$ cat src/hdl/swrm_pkg.sv
// Shared types and constants for the sliding-window rate meter.
// No dependencies; every other file in hdl/ imports this package.
package swrm_pkg;

	localparam int unsigned RING_DEPTH_DEFAULT = 64;

	// Reset values of the configuration registers.
	localparam logic [15:0] ADD_INTERVAL_RST = 16'd1000;
	localparam logic [19:0] WINDOW_RST       = 20'd10000;
	localparam logic [15:0] MIN_AGE_RST      = 16'd2000;

	// Milliseconds per second, used to scale the byte sum.
	localparam logic [9:0] MS_PER_S = 10'd1000;

	// A 32-bit sum times 1000 fits in 42 bits.
	localparam int unsigned PROD_W = 42;

	// Configuration register indexes.
	localparam logic [1:0] CFG_ADD_INTERVAL = 2'd0;
	localparam logic [1:0] CFG_WINDOW       = 2'd1;
	localparam logic [1:0] CFG_MIN_AGE      = 2'd2;

	// Request kinds carried on the input tuser.
	localparam logic REQ_SAMPLE = 1'b0;
	localparam logic REQ_CLEAR  = 1'b1;

	// One ring entry as stored in the sample memory.
	typedef struct packed {
		logic [31:0] bytes;
		logic [31:0] tick;
	} entry_t;

endpackage

$ cat src/hdl/swrm_div.sv
// Bit-serial restoring divider: one quotient bit per cycle, MSB first.
// Depends on swrm_pkg for the dividend width.
module swrm_div
	import swrm_pkg::*;
(
	input  logic              clk,
	input  logic              arst_n,
	input  logic              start,
	input  logic [PROD_W-1:0] dividend,
	input  logic [31:0]       divisor,
	output logic              done,
	output logic [PROD_W-1:0] quotient
);

	localparam int unsigned CNT_W = $clog2(PROD_W + 1);

	logic [PROD_W-1:0] quot_q;
	logic [31:0]       rem_q;
	logic [31:0]       div_q;
	logic [CNT_W-1:0]  cnt_q;
	logic              busy_q;
	logic              done_q;

	logic [32:0] trial;
	logic        fits;
	logic [32:0] diff;

	always_comb begin
		trial = {rem_q, quot_q[PROD_W-1]};
		diff  = trial - {1'b0, div_q};
		fits  = trial >= {1'b0, div_q};
	end

	// The quotient register doubles as the dividend shift register.
	always_ff @(posedge clk or negedge arst_n) begin
		if (!arst_n) begin
			busy_q <= 1'b0;
			done_q <= 1'b0;
			cnt_q  <= '0;
		end else if (start) begin
			busy_q <= 1'b1;
			done_q <= 1'b0;
			cnt_q  <= CNT_W'(PROD_W);
		end else if (busy_q) begin
			cnt_q <= cnt_q - CNT_W'(1);
			if (cnt_q == CNT_W'(1)) begin
				busy_q <= 1'b0;
				done_q <= 1'b1;
			end
		end else begin
			done_q <= 1'b0;
		end
	end

	always_ff @(posedge clk) begin
		if (start) begin
			quot_q <= dividend;
			rem_q  <= '0;
			div_q  <= divisor;
		end else if (busy_q) begin
			quot_q <= {quot_q[PROD_W-2:0], fits};
			rem_q  <= fits ? diff[31:0] : trial[31:0];
		end
	end

	assign done     = done_q;
	assign quotient = quot_q;

endmodule

$ cat config.mk
export PLATFORM = sky130hd
export DESIGN_NAME = swrm_div
export DESIGN_NICKNAME = d
export VERILOG_FILES = /design/src/hdl/swrm_pkg.sv /design/src/hdl/swrm_div.sv
export SDC_FILE = /design/constraint.sdc
export NUM_CORES = 1
export LEC_CHECK = 0
export ABC_AREA = 0
export BUFFER_PORTS_ARGS = -buffer_cell sky130_fd_sc_hd__buf_2
export CORE_ASPECT_RATIO = 0.8
export CORE_MARGIN = 2
export CORE_UTILIZATION = 45
export DETAILED_ROUTE_END_ITERATION = 10
export MAX_ROUTING_LAYER = met4
export PLACE_DENSITY_LB_ADDON = 0.3
export SYNTH_ARGS = -nofsm -noshare
export SYNTH_HDL_FRONTEND = slang
export SYNTH_SLANG_ARGS = --single-unit
$ cat constraint.sdc
create_clock -name clk -period 2.79 [get_ports clk]
set_clock_uncertainty 0.15 [all_clocks]
set_input_delay 0.558 -clock clk [delete_from_list [all_inputs] [get_ports clk]]
set_output_delay 0.558 -clock clk [all_outputs]
set_load 0.02 [all_outputs]
Yosys cells after proc, flatten, opt, wreduce, memory -nomap -nowiden:

Cells that the tools add are included.

* bits in registers: 114
* input port bits: 77

* eq/ne operators: 2
* reductions and logical operators: 1
* $add $sub $neg: 2
* mux-type cells: 11
* order comparisons: 1

Operators by type and width (count)
* 42-bit two-way mux: 2
* 33-bit by 32-bit greater-or-equal comparator with 1-bit output: 1
* 32-bit two-way mux: 1
* 32-bit subtractor: 1
* 6-bit two-way mux: 2
* 6-bit by 1-bit == test with 1-bit output, second input constant: 1
* 1-bit two-way mux: 6
* 6-bit by 1-bit subtractor with 6-bit output, second input constant: 1
* 3-bit by 2-bit != test with 1-bit output, second input constant: 1
* 2-bit nonzero test: 1

Logic depth before layout (Yosys ltp):

Gate-level depths: netlist of run 1.

* depth in word-level cells: 4
* gate-level depth with buffers: 13
* mapped depth without buffers: 13

Worst setup path after synthesis of run 1:

No wires, ideal clock.

* path type: register to register
* start: register quot_q[41], in the netlist quotient[41]
* end: register rem_q[24]
* cell stages (with the launch flop): 14
* arrival time: 2.891 ns
* required time: 2.492 ns
* clock period less this slack: 3.189 ns
* path slack: -0.399 ns
* cells stage by stage: edfxtp_1 inv_1 ha_1 inv_1 fa_1 a211oi_1 o21bai_1 a21boi_0 o211ai_1 a211o_1 nand2_1 nor2_1 o311ai_0 a311oi_1

* longest elaborated chain between the ends: 2

Ends and longest elaborated chain
* from (decl): line swrm_div.sv:17 `logic [PROD_W-1:0] quot_q;`
* from (signal assigned): line swrm_div.sv:57 `quot_q <= dividend;`
* from (signal assigned): line swrm_div.sv:61 `quot_q <= {quot_q[PROD_W-2:0], fits};`
* 32-bit subtractor / 33-bit by 32-bit greater-or-equal comparator with 1-bit output (equally long branches): line swrm_div.sv:30, swrm_div.sv:31
* 32-bit two-way mux (*): line swrm_div.sv:62 `rem_q <= fits ? diff[31:0] : trial[31:0];`
* to (signal assigned): line swrm_div.sv:62
* to (decl): line swrm_div.sv:18 `logic [31:0] rem_q;`

Every way passes the cells marked *; elsewhere a longest branch is shown, timed or not.
A chain may end at the register's enable or synchronous reset.

Worst setup path after layout of run 1:

* start: register div_q[13]
* end: register rem_q[5]

* longest elaborated chain between the ends: 2

Ends and longest elaborated chain
* from (decl): line swrm_div.sv:19 `logic [31:0] div_q;`
* from (signal assigned): line swrm_div.sv:59 `div_q <= divisor;`
* 33-bit by 32-bit greater-or-equal comparator with 1-bit output: line swrm_div.sv:31 `fits = trial >= {1'b0, div_q};`
* 32-bit two-way mux: line swrm_div.sv:62

Every way passes these cells.

==> reports/results.txt, run 1 <==
Initial core utilization - 46.53%
Final worst path period need - 2958 ps
# rows - 38
DRT antenna net count - 0
Status - finished, violations left
Initial antenna violation count - 0
Clk_lat worst skew - 420 ps
First-pass iteration count of the detailed router - 5
Number of DRC markers in iteration 0 - 467
Yosys warns - 0
Htree depth - 4
Die Wd - 137.3 um
Register area share after synthesis - 47.91%
Mapped Nets - 703
Bufs on Longest Clock Path - 2
Via count - 5396
Final hold vios - 0
CP arrival - 3110 ps
Area added between synthesis and finish - 43.13%
Crit path from - div_q[13]
Design Area, Final - 9151 um2
Total gr overflow - 0
Count of cell types in the netlist - 60
Post-synth EDFFs - 74
Setup ws final - -168.3 ps
Cts bufs inserted - 17
Die Span Y - 110.6 um
Drt drc - 0
Switch share - 38.34%
Failing checks - setup timing
CTS clk-pin slew, worst paths - 60 ps
Worst Reg-to-Reg Cells - 12
CTS tree - yes
Crit. End Element - flop
Reg2Reg Launch Point - div_q[13]
Most used DFF post-synth - edfxtp_1
Slew of the pin with the lowest slew margin - 890.7 ps
Wire per inst - 18.07 um
Hold/Removal Path Class - input pin to flop
DP Area - 7711 um2
Final net count - 915
Port buffer count - 119
FF+latch count, synth - 114
Mapped Cells - 591
Mean Syn Cell Area - 10.82 um2
Vias/cell - 5.418
Post-placement setup slack - -212.8 ps
N_diodes - 0
Achievable frequency - 338.0 MHz
RR Endpoint - rem_q[5]
Crit Path Max Fanout - 6
CTS Sinks - 114
Core area - 13740 um2
Die area - 15180 um2
First-pass GRT wire length - 27900 um
CTS root buf - clkbuf_16
Hold_sp - divisor[7]
Vias in the first global route - 5534
Combinational Power Share - 52.3%
Internal power - 5947 uW
HPWL after detailed placement - 11630 um
Rel. slew slack - 40.40%
Share of cells above drive strength 1 - 48.90%
CP required - 2940 ps
Startpoint types - flop
Crit share post-route - 106.0%
Pins Over Slew Limit - 0
CP Capture Point - rem_q[5]
Num ports - 120
Cell Area, Synth - 6394 um2
Worst Setup Path Type - flop to flop
Sequential power share - 25.2%
Synth async-reset ratio - 7.018%
Pwr dens - 1054 nW/um2
Reg-to-reg slack, setup - -170 ps
Leakage power - 0.003946 uW
Unrepaired setup endpoints after global routing - yes
Switching Power - 3698 uW
Largest net degree at the start of global routing - 55
Overall routed net length - 18000 um
Total GRT Usage - 24.42%
Max-Cap Viols - 0
RD Place Congestion - 0.9545
Endpoints failing setup - 28
Clock power share - 22.5%
Worst VDD drop - 549.7 uV
[metal layers]
metal | up-vias | part of all wire [%] | routed length (um) | GRT usage [%]
met3 | 29 | 6.2 | 1118 | 6.795
li1 | 2584 | - | - | -
met5 | - | 0 | 0 | -
met2 | 175 | 49 | 8757 | 37.51
met4 | 0 | 1.5 | 274 | 6.942
met1 | 2608 | 44 | 7849 | 31.57
[registers in the layout, indices dropped and copies added (netlist names)]
signal,flops
quotient,42
done,1
rem_q,32
div_q,32
busy_q,1
cnt_q,6
[layout by cell type (no fill, tap or decap), types with 11 or more instances in the layout]
cell       instances
edfxtp_1          74
xor2_1            11
nor2_1            44
ha_4              17
a21oi_1           17
xnor2_1           14
buf_4             77
nand2_1           43
buf_2            118
o21ai_0           16
ha_1              17
clkbuf_16         17
mux2_2            43
dfxtp_1           32
buf_6             11
nand2_2           12
a21o_1            11
inv_1             37
a311oi_2          14
[worst max-delay path: stages (launching register included)]
cell      delay, ps
edfxtp_1        320
inv_1            60
ha_4            300
nand3_4         110
or4_4           570
nor4_4          320
nor4_4          100
buf_4           150
o221ai_4        140
buf_6           190
buf_16          140
mux2i_1         200
o21ai_1          70
[timing repair]
| item | in CTS | in global routing |
|---|---|---|
| endpoints found under the hold margin | 8 | 0 |
| gates resized for setup | 65 | 58 |
| pin swaps | 45 | 47 |
| setup endpoints to repair | 32 | 33 |
| cloned | 3 | 0 |
| setup buffers | 18 | 9 |
| hold buffers | 1 | 0 |
[final cells by class]
class	instances	area, um2
Clock buffer	17	425.4
Clock inverter	15	158.9
Fill cell	977	4589
Inverter	45	168.9
Multi-Input combinational cell	410	3630
Sequential cell	114	3063
Tap cell	180	225.2
Timing Repair Buffer	215	1480
[worst min path at each step]
| stage | to | slack (ps) | cells past startpoint |
|---|---|---|---|
| global placement | done | 250 | 1 |
| floorplan | busy_q | 110 | 0 |
| finish | div_q[7] | 160 | 1 |
| global route | div_q[31] | 140 | 1 |
| detailed placement | done | 260 | 1 |
| CTS | div_q[7] | 140 | 1 |
[cell usage after synthesis, drive strengths merged (5+ instances only)]
cell type | n | area share (%)
xnor2 | 17 | 2.3
xor2 | 12 | 1.6
inv | 45 | 2.6
o21ai | 30 | 2.3
a311oi | 18 | 3.7
nand2b | 11 | 1.1
a21o | 11 | 1.3
nor2 | 45 | 2.6
nor2b | 5 | 0.49
buf | 7 | 0.82
mux2 | 44 | 7.8
o21bai | 5 | 0.59
mux2i | 7 | 1.1
clkbuf | 15 | 0.88
a32oi | 5 | 0.68
ha | 34 | 6.7
a211oi | 8 | 1.1
dfrtp | 8 | 3.1
edfxtp | 74 | 35
o211ai | 5 | 0.59
dfxtp | 32 | 10
nand2 | 64 | 3.8
nand3 | 10 | 0.86
nor3 | 7 | 0.72
a21oi | 27 | 2.3
[cells by family after synthesis]
logic type	count (synthesis)	share of synthesized area, %
buffers and inverters	67	4.344
DFF	114	47.91
AOI/OAI and AO/OA	135	16.32
and+or+nand+nor	160	11.59
adders and majority gates	35	6.967
muxes	51	8.904
xor gates and xnor gates	29	3.973
[power by group through the flow]
stage               sequential (uW)  combinational [uW]  clock, uW
global route                   2460                5390       2290
CTS                            2380                4440       2200
finish                         2430                5050       2170
detailed placement             2390                3600          0
floorplan                      2450                2240          0
global placement               2380                3520          0
[metrics by stage]
stage	hold slack, ps	std cells	total power (uW)	util, %	TNS [ps]
after detailed placement	261.9	936	5994	56.12	-3411
after floorplan	112.4	591	4684	-	-84.96
after global routing	137.2	996	10130	66.60	-6777
final	155.3	996	9645	66.60	-2492
after CTS	143.3	990	9014	63.71	-1894
after global placement	255.0	936	5894	56.12	-1014
Power figures use the tool's default switching activity.
==> run 2, diff against run 1 <==
==> constraint.sdc (replaced) <==
create_clock -name clk -period 2.9 [get_ports clk]
set_clock_uncertainty 0.15 [all_clocks]
set_input_delay 0.58 -clock clk [delete_from_list [all_inputs] [get_ports clk]]
set_output_delay 0.58 -clock clk [all_outputs]
set_load 0.02 [all_outputs]
==> run 2 against run 1 <==
  * The flow still finishes with violations (setup timing)
  * Fmax is 0.16% higher
  * Critical path depth rose by 1
  * Sequential power shrank 3%
  * Combinational power decreased by 20%
  * Core utilization is 2.7 points lower
  * Global-route usage decreased by 2.1 points
  * Via count shrank 1.7%
  * Non-clock buffer count shrank 23
  * Sequential cell count unchanged
  * Clock power grew 2%
  * First-iteration DRC count shrank 1.9%
  * Count of clock-buffer cells in the layout up 2
  * Critical endpoint is now rem_q[24]
  * Largest power group unchanged
==> reports/results.txt, run 2 (synthesized netlist as in run 1, its figures left out) <==
Post-placement setup slack - -53.94 ps
Status - finished, violations left
Final net count - 892
Switch share - 36.04%
Pins Over Slew Limit - 0
Vias/cell - 5.451
# rows - 38
Placed Cells - 922
CTS Sinks - 114
Rel. slew slack - 58.01%
RD Place Congestion - 0.9346
CP arrival - 3090 ps
Final worst path period need - 2954 ps
Crit Path Max Fanout - 4
Initial antenna violation count - 0
Commonest non-fill, non-tap cells in the layout - buf_2, edfxtp_1, buf_4
Pwr dens - 981.0 nW/um2
Setup ws final - -53.67 ps
Sequential power share - 27.3%
Commonest non-fill, non-tap cell in the layout - buf_2
Startpoint types - flop
CTS root buf - clkbuf_16
Drt drc - 0
Unrepaired setup endpoints after global routing - yes
Leakage power - 0.003751 uW
First-pass iteration count of the detailed router - 6
Switching Power - 3104 uW
DP Area - 7562 um2
Num ports - 120
Reg2Reg Launch Point - quotient[41]
Hold_sp - divisor[12]
Total power - 8612 uW
Failing checks - setup timing
N_diodes - 0
Hold Path Sink - div_q[12]
Fin util - 63.89%
First-pass GRT wire length - 25600 um
Worst VDD drop - 618.8 uV
Crit share post-route - 101.9%
Endpoints failing setup - 5
Total gr overflow - 0
CP required - 3040 ps
DRT antenna net count - 0
Combinational Power Share - 47.1%
Vias in the first global route - 5114
Area added between synthesis and finish - 37.30%
Design Area, Final - 8778 um2
Core area - 13740 um2
Final hold vios - 0
Die Wd - 137.3 um
Max FFs per register - 42
Htree depth - 4
Number of DRC markers in iteration 0 - 458
Worst Setup Path Type - flop to flop
Slew of the pin with the lowest slew margin - 627.5 ps
Share of cells above drive strength 1 - 44.51%
Largest net degree at the start of global routing - 43
Crit. End Element - flop
Max-Cap Viols - 0
Overall routed net length - 16670 um
Initial core utilization - 46.53%
CTS tree - yes
Hold path cells - 1
Via count - 5304
Reg-to-reg slack, setup - -50 ps
Worst Reg-to-Reg Cells - 13
Hold/Removal Path Class - input pin to flop
Cts bufs inserted - 17
Die Span Y - 110.6 um
RR Endpoint - rem_q[24]
HPWL after detailed placement - 11380 um
Port buffer count - 119
Achievable frequency - 338.6 MHz
Total GRT Usage - 22.34%
Clock power share - 25.6%
Bufs on Longest Clock Path - 2
CTS clk-pin slew, worst paths - 60 ps
# fillers - 1082
Internal power - 5508 uW
Wire per inst - 17.13 um
Clk_lat worst skew - 420 ps
Die area - 15180 um2
Fin cells - 973
-- run 2: how the worst max path moves through the flow --
stage	start	end	slack [ps]	depth (start not counted)
after detailed placement	div_q[12]	rem_q[18]	-50	11
after CTS	quotient[41]	rem_q[30]	10	14
after global placement	div_q[14]	rem_q[12]	-5	10
after global routing	quotient[41]	rem_q[24]	-230	13
after floorplan	quotient[41]	rem_q[24]	6	13
final	quotient[41]	rem_q[24]	-50	13
-- run 2: area by class of cell --
cell class | count | area [um2] | share of cell area (%)
clock buffer | 19 | 432.9 | 4.932
inverter | 45 | 168.9 | 1.924
clock inverter | 13 | 186.4 | 2.124
tap | 180 | 225.2 | 2.566
timing repair buffer | 192 | 1247 | 14.21
sequential | 114 | 3064 | 34.91
multi-input combinational | 410 | 3453 | 39.34
-- run 2: through the flow --
| step | TNS [ps] | hold WS [ps] |
|---|---|---|
| after floorplan | 0 | 134.4 |
| after CTS | 0 | 165.7 |
| after global placement | -4.501 | 275.6 |
| after global routing | -2358 | 170.4 |
| final | -177.3 | 181.8 |
| after detailed placement | -451.4 | 282.5 |
-- run 2: metal layers --
| layer | wire length, um | global-route usage, % | part of all wire (%) |
|---|---|---|---|
| met2 | 8009 | 33.50 | 48 |
| met3 | 1019 | 4.959 | 6.1 |
| met5 | 0 | - | 0 |
| met1 | 7326 | 29.40 | 44 |
| met4 | 309 | 8.729 | 1.9 |
-- run 2: power by group through the flow --
stage / Combinational [uW] / Sequential (uW) / Clock (uW)
after floorplan: 2120 / 2350 / 0
after global routing: 4390 / 2380 / 2310
after global placement: 3180 / 2300 / 0
final: 4060 / 2350 / 2210
after detailed placement: 3230 / 2310 / 0
after CTS: 3320 / 2280 / 2240
-- run 2: worst max-delay path, stage by stage, from the launching register on --
cell and delay, ps:
edfxtp_1 410, inv_2 100, ha_4 130, inv_2 30, fa_2 360, a211oi_2 260, o21bai_1 130, a21boi_2 230
o211ai_1 170, a211o_1 370, nand2_2 100, nor2_1 40, o311ai_1 220, a311oi_1 120
-- run 2: timing repair --
action,CTS,global route
cloned,0,2
setup endpoints to repair,24,33
gates resized for setup,6,85
hold endpoints to repair,8,0
buffers inserted,3,14
hold buffers,1,0
pin swaps,9,50
